--- config.mk ---
export PLATFORM = sky130hd
export DESIGN_NAME = wind_speed_pulse_meter_core
export DESIGN_NICKNAME = d
export VERILOG_FILES = /design/src/hdl/wspm_pkg.sv /design/src/hdl/wspm_div.sv /design/src/hdl/wind_speed_pulse_meter_core.sv
export VERILOG_INCLUDE_DIRS = /design/src /design/src/hdl
export SDC_FILE = /design/constraint.sdc
export NUM_CORES = 1
export LEC_CHECK = 0
export BUFFER_PORTS_ARGS = -buffer_cell sky130_fd_sc_hd__buf_4
export CAP_MARGIN = 20
export CORE_MARGIN = 8
export CORE_UTILIZATION = 56
export CTS_CLUSTER_DIAMETER = 30
export DETAILED_ROUTE_END_ITERATION = 8
export GPL_ROUTABILITY_DRIVEN = 1
export PLACE_DENSITY = 0.88
export SYNTH_ARGS = -nofsm -noshare
export SYNTH_HDL_FRONTEND = slang
export SYNTH_SLANG_ARGS = --single-unit
--- constraint.sdc ---
create_clock -name aclk -period 5.49 [get_ports aclk]
set_input_delay 0.8235 -clock aclk [delete_from_list [all_inputs] [get_ports aclk]]
set_output_delay 0.8235 -clock aclk [all_outputs]
set_load 0.02 [all_outputs]
--- src/hdl/wind_speed_pulse_meter_core_assert.svh ---
// Assertion macros for the wind speed pulse meter
`ifndef WIND_SPEED_PULSE_METER_CORE_ASSERT_SVH
`define WIND_SPEED_PULSE_METER_CORE_ASSERT_SVH

// same-cycle implication, disabled during reset
`define WSPM_ASSERT_NOW(label, clk, rst_n, ante, cons, msg) \
    label: assert property (@(posedge clk) disable iff (!(rst_n)) (ante) |-> (cons)) \
        else $error(msg);

// next-cycle implication, disabled during reset
`define WSPM_ASSERT_NEXT(label, clk, rst_n, ante, cons, msg) \
    label: assert property (@(posedge clk) disable iff (!(rst_n)) (ante) |=> (cons)) \
        else $error(msg);

`endif

--- src/hdl/wspm_pkg.sv ---
`timescale 1ns / 1ps

package wspm_pkg;

    localparam int TIME_W      = 32;
    localparam int SPEED_W     = 14;
    localparam int REP_COUNT_W = 16;
    localparam int FUNC_W      = 2;

    // divider geometry: 84480 needs 17 bits, divisors are up to 32 bits
    localparam int DIVIDEND_W = 17;
    localparam int DIVISOR_W  = 32;
    localparam int DIV_STEP_W = $clog2(DIVIDEND_W);

    localparam logic [TIME_W-1:0]     MIN_PULSE_MS  = 32'd5;
    localparam logic [TIME_W-1:0]     TIMEOUT_RESET = 32'd5000;
    localparam logic [DIVIDEND_W-1:0] SPEED_NUM     = 17'd84480;
    localparam logic [SPEED_W-1:0]    SPEED_MAX     = 14'd14080;

    localparam logic [FUNC_W-1:0] FUNC_PULSE      = 2'd0;
    localparam logic [FUNC_W-1:0] FUNC_TICK       = 2'd1;
    localparam logic [FUNC_W-1:0] FUNC_READ_CLEAR = 2'd2;

    typedef enum logic [2:0] {
        ST_IDLE,
        ST_EVAL,
        ST_MEAN,
        ST_DIV,
        ST_DONE
    } state_t;

    typedef struct packed {
        logic                  start;
        logic [DIVIDEND_W-1:0] dividend;
        logic [DIVISOR_W-1:0]  divisor;
    } div_req_t;

    typedef struct packed {
        logic                  done;
        logic [DIVIDEND_W-1:0] quotient;
    } div_rsp_t;

endpackage

--- src/hdl/wspm_div.sv ---
`timescale 1ns / 1ps

// Restoring divider, one quotient bit per cycle.
module wspm_div
    import wspm_pkg::*;
(
    input  logic     aclk,
    input  logic     aresetn,
    input  div_req_t div_req,
    output div_rsp_t div_rsp
);

    logic                  busy_reg, busy_next;
    logic                  done_reg, done_next;
    logic [DIV_STEP_W-1:0] step_reg, step_next;
    logic [DIVIDEND_W-1:0] dvd_reg, dvd_next;
    logic [DIVISOR_W-1:0]  dsr_reg, dsr_next;
    logic [DIVISOR_W-1:0]  rem_reg, rem_next;

    logic [DIVISOR_W:0] rem_shift;
    logic [DIVISOR_W:0] rem_sub;
    logic               fits;

    assign rem_shift = {rem_reg, dvd_reg[DIVIDEND_W-1]};
    assign rem_sub   = rem_shift - {1'b0, dsr_reg};
    assign fits      = rem_shift >= {1'b0, dsr_reg};

    always_comb begin
        busy_next = busy_reg;
        done_next = 1'b0;
        step_next = step_reg;
        dvd_next  = dvd_reg;
        dsr_next  = dsr_reg;
        rem_next  = rem_reg;
        if (div_req.start) begin
            busy_next = 1'b1;
            step_next = DIV_STEP_W'(DIVIDEND_W - 1);
            dvd_next  = div_req.dividend;
            dsr_next  = div_req.divisor;
            rem_next  = '0;
        end else if (busy_reg) begin
            // quotient bits shift in behind the dividend
            dvd_next = {dvd_reg[DIVIDEND_W-2:0], fits};
            rem_next = fits ? rem_sub[DIVISOR_W-1:0] : rem_shift[DIVISOR_W-1:0];
            if (step_reg == '0) begin
                busy_next = 1'b0;
                done_next = 1'b1;
            end else begin
                step_next = step_reg - 1'b1;
            end
        end
    end

    always_ff @(posedge aclk) begin
        if (!aresetn) begin
            busy_reg <= 1'b0;
            done_reg <= 1'b0;
        end else begin
            busy_reg <= busy_next;
            done_reg <= done_next;
        end
    end

    always_ff @(posedge aclk) begin
        step_reg <= step_next;
        dvd_reg  <= dvd_next;
        dsr_reg  <= dsr_next;
        rem_reg  <= rem_next;
    end

    assign div_rsp.done     = done_reg;
    assign div_rsp.quotient = dvd_reg;

endmodule

--- src/hdl/wind_speed_pulse_meter_core.sv ---
`timescale 1ns / 1ps
// Path: read-clear, idle selector and pulses 5 ms or closer go from ST_EVAL to ST_DONE;
// longer pulses pass the 17-step divider, update ticks ST_MEAN and then the divider.
// Throughput: one item at a time; the next item is taken the cycle after the result
// is loaded into the output register, which holds it until m_tready.
// Reset (aresetn, synchronous, active low): speed, mean, count and last pulse time
// cleared, timeout_ms back to 5000, no result pending.

`include "wind_speed_pulse_meter_core_assert.svh"

module wind_speed_pulse_meter_core
    import wspm_pkg::*;
#(
    parameter int COUNT_WIDTH = 16
) (
    input  logic              aclk,
    input  logic              aresetn,
    input  logic              s_tvalid,
    output logic              s_tready,
    input  logic [31:0]       s_tdata,     // now_ms
    input  logic [FUNC_W-1:0] s_tuser,     // func
    output logic              m_tvalid,
    input  logic              m_tready,
    output logic [47:0]       m_tdata,     // speed_now, speed_mean, mean_count, zero pad
    input  logic              cfg_wr_en,
    input  logic [31:0]       cfg_wr_data  // timeout_ms
);

    state_t state_reg, state_next;

    logic [FUNC_W-1:0]      func_reg, func_next;
    logic [TIME_W-1:0]      now_reg, now_next;
    logic [TIME_W-1:0]      last_pulse_reg, last_pulse_next;
    logic [TIME_W-1:0]      timeout_reg, timeout_next;
    logic [SPEED_W-1:0]     speed_reg, speed_next;
    logic [SPEED_W-1:0]     mean_reg, mean_next;
    logic [COUNT_WIDTH-1:0] count_reg, count_next;

    logic                   m_tvalid_reg, m_tvalid_next;
    logic [SPEED_W-1:0]     out_speed_reg, out_speed_next;
    logic [SPEED_W-1:0]     out_mean_reg, out_mean_next;
    logic [REP_COUNT_W-1:0] out_count_reg, out_count_next;

    logic [TIME_W-1:0]  elapsed;
    logic               diff_neg;
    logic [SPEED_W-1:0] diff_mag;
    logic [SPEED_W-1:0] quot;

    div_req_t div_req;
    div_rsp_t div_rsp;

    wspm_div u_div (
        .aclk    (aclk),
        .aresetn (aresetn),
        .div_req (div_req),
        .div_rsp (div_rsp)
    );

    assign elapsed  = now_reg - last_pulse_reg;   // wraps mod 2^32
    assign diff_neg = mean_reg > speed_reg;
    assign diff_mag = diff_neg ? (mean_reg - speed_reg) : (speed_reg - mean_reg);
    assign quot     = div_rsp.quotient[SPEED_W-1:0];

    always_comb begin
        state_next      = state_reg;
        func_next       = func_reg;
        now_next        = now_reg;
        last_pulse_next = last_pulse_reg;
        timeout_next    = cfg_wr_en ? cfg_wr_data : timeout_reg;
        speed_next      = speed_reg;
        mean_next       = mean_reg;
        count_next      = count_reg;
        out_speed_next  = out_speed_reg;
        out_mean_next   = out_mean_reg;
        out_count_next  = out_count_reg;
        m_tvalid_next   = m_tvalid_reg && !m_tready;
        s_tready        = 1'b0;
        div_req         = '0;

        case (state_reg)
            ST_IDLE: begin
                s_tready = 1'b1;
                if (s_tvalid) begin
                    func_next  = s_tuser;
                    now_next   = s_tdata;
                    state_next = ST_EVAL;
                end
            end
            ST_EVAL: begin
                case (func_reg)
                    FUNC_PULSE: begin
                        last_pulse_next = now_reg;
                        if (elapsed > MIN_PULSE_MS) begin
                            div_req.start    = 1'b1;
                            div_req.dividend = SPEED_NUM;
                            div_req.divisor  = elapsed;
                            state_next       = ST_DIV;
                        end else begin
                            state_next = ST_DONE;
                        end
                    end
                    FUNC_TICK: begin
                        if (elapsed > timeout_reg) begin
                            speed_next = '0;
                        end
                        if (count_reg != {COUNT_WIDTH{1'b1}}) begin
                            count_next = count_reg + 1'b1;
                        end
                        state_next = ST_MEAN;
                    end
                    default: begin
                        state_next = ST_DONE;
                    end
                endcase
            end
            ST_MEAN: begin
                // count is at least one here
                div_req.start    = 1'b1;
                div_req.dividend = DIVIDEND_W'(diff_mag);
                div_req.divisor  = DIVISOR_W'(count_reg);
                state_next       = ST_DIV;
            end
            ST_DIV: begin
                if (div_rsp.done) begin
                    if (func_reg == FUNC_PULSE) begin
                        speed_next = quot;
                    end else begin
                        // truncating step, never overshoots the speed
                        mean_next = diff_neg ? (mean_reg - quot) : (mean_reg + quot);
                    end
                    state_next = ST_DONE;
                end
            end
            ST_DONE: begin
                if (!m_tvalid_reg || m_tready) begin
                    out_speed_next = speed_reg;
                    out_mean_next  = mean_reg;
                    out_count_next = REP_COUNT_W'(count_reg);
                    m_tvalid_next  = 1'b1;
                    if (func_reg == FUNC_READ_CLEAR) begin
                        mean_next  = '0;
                        count_next = '0;
                    end
                    state_next = ST_IDLE;
                end
            end
            default: begin
                state_next = ST_IDLE;
            end
        endcase
    end

    always_ff @(posedge aclk) begin
        if (!aresetn) begin
            state_reg      <= ST_IDLE;
            last_pulse_reg <= '0;
            timeout_reg    <= TIMEOUT_RESET;
            speed_reg      <= '0;
            mean_reg       <= '0;
            count_reg      <= '0;
            m_tvalid_reg   <= 1'b0;
        end else begin
            state_reg      <= state_next;
            last_pulse_reg <= last_pulse_next;
            timeout_reg    <= timeout_next;
            speed_reg      <= speed_next;
            mean_reg       <= mean_next;
            count_reg      <= count_next;
            m_tvalid_reg   <= m_tvalid_next;
        end
    end

    always_ff @(posedge aclk) begin
        func_reg      <= func_next;
        now_reg       <= now_next;
        out_speed_reg <= out_speed_next;
        out_mean_reg  <= out_mean_next;
        out_count_reg <= out_count_next;
    end

    assign m_tvalid = m_tvalid_reg;
    assign m_tdata  = {4'b0, out_count_reg, out_mean_reg, out_speed_reg};

    `WSPM_ASSERT_NEXT(a_busy_after_accept, aclk, aresetn, s_tvalid && s_tready, !s_tready, "item accepted while previous still in work")
    `WSPM_ASSERT_NOW(a_div_done_in_div, aclk, aresetn, div_rsp.done, state_reg == ST_DIV, "divider finished outside division state")
    `WSPM_ASSERT_NOW(a_speed_range, aclk, aresetn, 1'b1, speed_reg <= SPEED_MAX && mean_reg <= SPEED_MAX, "speed or mean out of range")
    `WSPM_ASSERT_NOW(a_count_nonzero, aclk, aresetn, state_reg == ST_MEAN, count_reg != '0, "mean step with zero count")

endmodule

## Word level (Yosys, flattened, before mapping)

Index checks and enable logic that the tools add are counted.

- Word-level logic and storage cells: 105
- Input port bits: 71
- Output and inout bits: 50
- Flip-flop bits (word level): 278

- Bitwise logic cells: 3
- $lt $le $gt $ge: 4
- Reduce and logical (&&, ||, !) cells: 20
- Add/sub/neg operators: 8
- Equal/unequal tests: 16
- Muxes and demuxes: 36

Operator list:

| kind | count |
|---|---|
| two-way mux 14 bit | 10 |
| two-way mux 50 bit | 2 |
| case mux 50 bit (2 select lines) | 1 |
| two-way mux 16 bit | 4 |
| subtractor 32 bit | 2 |
| case mux 14 bit (2 select lines) | 2 |
| subtractor 14 bit | 3 |
| two-way mux 17 bit | 2 |
| greater-or-equal comparator 33 x 32 -> 1 bit | 1 |
| > comparator 32 x 3 -> 1 bit, second input constant | 1 |
| > comparator 32 bit | 1 |
| two-way mux 32 bit | 1 |
| case mux 16 bit (2 select lines) | 1 |
| adder 16 x 1 -> 16 bit, second input constant | 1 |
| inequality test 16 bit, second input constant | 1 |
| inequality test 2 bit, second input constant | 8 |
| case mux 3 bit (5 select lines) | 1 |
| AND reduction 5 bit | 3 |
| adder 14 bit | 1 |
| > comparator 14 bit | 1 |
| two-way mux 3 bit | 4 |
| AND reduction 2 bit | 4 |
| nonzero test 2 bit | 4 |
| two-way mux 1 bit | 7 |
| other kinds (17) | 21 |

## Depth between registers and ports, before layout

- Depth after elaboration: 6
- Depth in mapped cells: 25
- Depth with buffers taken out: 23

## Hierarchy

A second synthesis with hierarchy kept.

- Cells, all modules: 1828
- Area, all modules: 16945.0 um^2

Modules (own cells, without submodules):

| module | instances | area each (um^2) | cells an instance | seq. area each (um^2) |
|---|---|---|---|---|
| wind_speed_pulse_meter_core | 1 | 11751.3 | 1307 | 4584.4 |
| wspm_div | 1 | 5193.7 | 521 | 2252.2 |

## Worst setup path after synthesis

OpenSTA, ideal clock, no wires.

- Path type: register -> register
- From: reg now_reg[0]
- To: reg u_div.dsr_reg[0], enable pin
- Cell stages (with the launch flop): 14
- Buffers on the path: 0
- Period minus slack after synthesis: 5.316 ns
- Setup time: 0.466 ns
- Arrival time: 4.851 ns
- Data required time: 5.024 ns
- Setup slack: 0.174 ns
- Cell sequence: edfxtp_1 -> inv_1 -> ha_1 -> fa_1 -> nand2b_1 -> a21o_1 -> a211oi_1 -> a31oi_1 -> a21o_1 -> a311oi_1 -> nor3_1 -> nand4bb_4 -> nor3_2 -> o21ai_0

RTL lines:

| what | RTL line | source |
|---|---|---|
| from (decl) | wind_speed_pulse_meter_core.sv:32 | `logic [TIME_W-1:0] now_reg, now_next;` |
| from (signal assigned) | wind_speed_pulse_meter_core.sv:175 | `now_reg <= now_next;` |
| to (signal assigned) | wspm_div.sv:67 | `dsr_reg <= dsr_next;` |
| to (decl) | wspm_div.sv:17 | `logic [DIVISOR_W-1:0] dsr_reg, dsr_next;` |

## Worst setup path in the final report

- From: reg speed_reg[1]
- To: reg mean_reg[13]

- Word-level cells in the longest chain between the ends: 5

RTL lines:

| what | RTL line | source |
|---|---|---|
| from (decl) | wind_speed_pulse_meter_core.sv:35 | `logic [SPEED_W-1:0] speed_reg, speed_next;` |
| from (signal assigned) | wind_speed_pulse_meter_core.sv:166 | `speed_reg <= speed_next;` |
| > comparator 14 bit | wind_speed_pulse_meter_core.sv:60 | `assign diff_neg = mean_reg > speed_reg;` |
| two-way mux 14 bit | wind_speed_pulse_meter_core.sv:129 | `mean_next = diff_neg ? (mean_reg - quot) : (mean_reg + quot);` |
| two-way mux 14 bit | wind_speed_pulse_meter_core.sv:125 | `if (func_reg == FUNC_PULSE) begin` |
| two-way mux 14 bit | wind_speed_pulse_meter_core.sv:124 | `if (div_rsp.done) begin` |
| case mux 14 bit (2 select lines) | wind_speed_pulse_meter_core.sv:80 | `case (state_reg)` |
| to (signal assigned) | wind_speed_pulse_meter_core.sv:167 | `mean_reg <= mean_next;` |
| to (decl) | wind_speed_pulse_meter_core.sv:36 | `logic [SPEED_W-1:0] mean_reg, mean_next;` |

No other way between the ends. The select of a mux whose other input is x is not followed.
A chain may end at the register's enable or synchronous reset.

==> flow_summary.toml <==
[cells_and_area]
nets = 2264
layout_common_cells = "165 x a21oi_1, 164 x inv_1, 160 x nor2_1"
antenna_cells = 0
fillers = 2328
drive_gt1_share_pct = 13.5
final_common_cell = "a21oi_1"
stdcell_area_sq_mm = 0.0206
area_delta_synth_final_pct = 17.0

[floorplan]
die_y_um = 193
dieArea_sq_mm = 0.0374
rows = 65
initial_utilization_pct = 56.3
die_w_um = 193
coreArea_sq_mm = 0.0313
num_io_pins = 121

[synthesis]
yosysTopAreaCellShare_pct = 21.6
syn_area_sq_mm = 0.0176
yosys_most_used_dff = "dfxtp_1"
yosysSeqAreaShare_pct = 38.8
ys_seq_elements = 278
synthCells = 1950
yosys.area.top_type = "edfxtp_1"
synthTopCellsByArea = "edfxtp_1 22%, dfxtp_1 17%, ha_1 9.6%"
yosys_warnings = 0
async_reset_ff_share_pct = 0
synth.avg_cell_area_sq_um = 9.04
yosysUniqueCellTypes = 81
synth_edf_count = 127

[worst_hold_path]
hp-class = "input pin to flop"
min_path_cells = 1

[sta]
slew_viol_final = 0
rsz0062_at_grt = "false"
max_freq_ghz = 0.191
finalSetupTns_ns = 0
hold_viol = 0
finalClockSkew_ns = 0.0153
max_slew.worst_pin.slew_ns = 0.820
finalSetupViolCount = 0
slew_headroom_pct = 45.0
min_period_ns = 5.24
timing.final.crit_share_pct = 95.4

[critical_path]
startpoint_type = "flop"
path_max_fanout = 5
required_ns = 5.92
crit_type = "flop to flop"
end_kind = "flop"
cp.arrival_ns = 5.67
ff2ff_path_depth = 19

[clock_network]
cts.clk_slew.worst_paths_ns = 0.05
cts_root_buf = "clkbuf_16"
cts_made_buffers = 53
worstSkewPairLatency_ns = 0.56
post-cts-setup-buffer-count = 0
htreeDepth = 2
clock_sinks = 278
ctsHoldBuffers = 0
tritoncts = "yes"
cts_resized = 0
clockBufferDepth = 3

[grt]
grt_pass1_wl_mm = 77.5
antenna_found_initial = 0
grt-ovfl-total = 0
grt_usage_pct = 24.6
grt_pass1_vias = 15300
grt_max_degree = 70

[route]
vias = 15300
wl_met2_mm = 22.9
routedWlPerCell_um = 19.3
wl_met1_mm = 20.0
drtPass1Iterations = 8
vias_per_cell = 6.13
routed_wl_mm = 48.2
drt_iter0_markers = 1557
top_layer = "met4"
drc = 0
wl_met3_mm = 3.61
ant_nets = 0

[status]
outcome = "finished clean"

[flow_run]
cap_violations = 0

[pwr]
ir_drop_uv = 259
powerDensity_mw_per_mm2 = 424
p_leak_nw = 8.65

[placed_design]
io_buffers = 116
gp_congestion = 0.959
place_hpwl_mm = 33.8
place_area_sq_mm = 0.0188
routing by layer:
layer,up-vias,track usage [%]
li1,7241,-
met1,7222,30.6
met2,706,42.2
met3,134,3.99
met4,0,9.86
met5,-,0
stage by stage:
| stage | util (%) | worst slack (ns) | power, mW | cells | hold WS [ns] |
|---|---|---|---|---|---|
| floorplan | - | 0.174 | 4.85 | 1953 | 0.431 |
| finish | 65.9 | 0.251 | 8.74 | 2498 | 0.436 |
| CTS | 65.7 | 0.165 | 8.71 | 2496 | 0.419 |
| global route | 65.9 | 0.104 | 9.20 | 2498 | 0.425 |
| detailed placement | 60.0 | 0.251 | 5.49 | 2397 | 0.447 |
| global placement | 60.0 | 0.519 | 5.37 | 2397 | 0.441 |
worst paths after layout:
check                                         end                            start  slack, ns
setup / recovery        mean_reg[13]$_SDFFE_PN0P_        speed_reg[1]$_SDFFE_PN0P_       0.25
hold / removal              now_reg[17]$_DFFE_PP_                      s_tdata[17]       0.44
setup reg to reg        mean_reg[13]$_SDFFE_PN0P_        speed_reg[1]$_SDFFE_PN0P_       0.25
hold reg to reg   last_pulse_reg[27]$_SDFFE_PN0P_  last_pulse_reg[27]$_SDFFE_PN0P_       0.45
cell usage after synthesis, drive strengths merged (6+ instances only):
master	n
a31oi	20
a221oi	6
ha	136
or3	15
buf	19
nor2	161
dfxtp	151
o31ai	14
a21oi	177
nand4	29
o21ai	78
nand3	38
or2	8
o21a	13
mux2i	72
xnor2	60
or4	7
and3	23
a22o	28
nand2b	22
xor2	28
o211ai	18
a2111oi	6
o21bai	9
nor3	43
inv	165
and2	17
a21o	62
nor2b	21
a211oi	26
nor4	10
edfxtp	127
a211o	27
clkbuf	76
nand2	158
report_power, final:
part	internal, mW	switching, mW	total (mW)	leakage [nW]
Sequential	2.44	0.219	2.66	2.46
Clock	2.03	1.14	3.17	0.861
Combinational	1.25	1.66	2.91	5.33
Total	5.72	3.02	8.74	8.65
final cells by class:
type	instances	area [sq um]	area share (%)
Clock buffer	65	1430	6.95
Inverter	165	619	3.00
Timing Repair Buffer	139	1090	5.30
Multi-Input combinational cell	1415	9800	47.5
Tap cell	402	503	2.44
Sequential cell	278	6840	33.2
Clock inverter	34	335	1.63
logic make-up (layout without fill, tap and decap cells):
family                   Yosys count  after routing  synth area share (%)
AND/OR/NAND/NOR                  573            573                  15.7
AO/OA/AOI/OAI                    532            532                  20.6
flip-flops                       278            278                  38.8
buffers and inverters            260            403                  5.92
adder cells (fa/ha/maj)          141            141                  10.2
XOR/XNOR                          89             89                  4.50
multiplexers                      76             76                  4.34
other                              1              4                0.0213
critical path, stage by stage, from the launching register on:
cell       delay, ns
dfxtp_1         0.45
inv_1           0.12
fa_1            0.46
a21o_1          0.19
a21o_1          0.22
a2111oi_1       0.54
o311ai_1        0.28
and2_1          0.26
a21o_1          0.21
ha_1            0.28
a21o_1          0.18
a21oi_1         0.27
o21ai_0         0.18
a31oi_1         0.25
o21ai_0         0.17
or4_1           0.43
o311a_1         0.15
a31oi_1         0.23
xnor2_1         0.15
o21ai_0         0.10
Power figures use the tool's default switching activity.
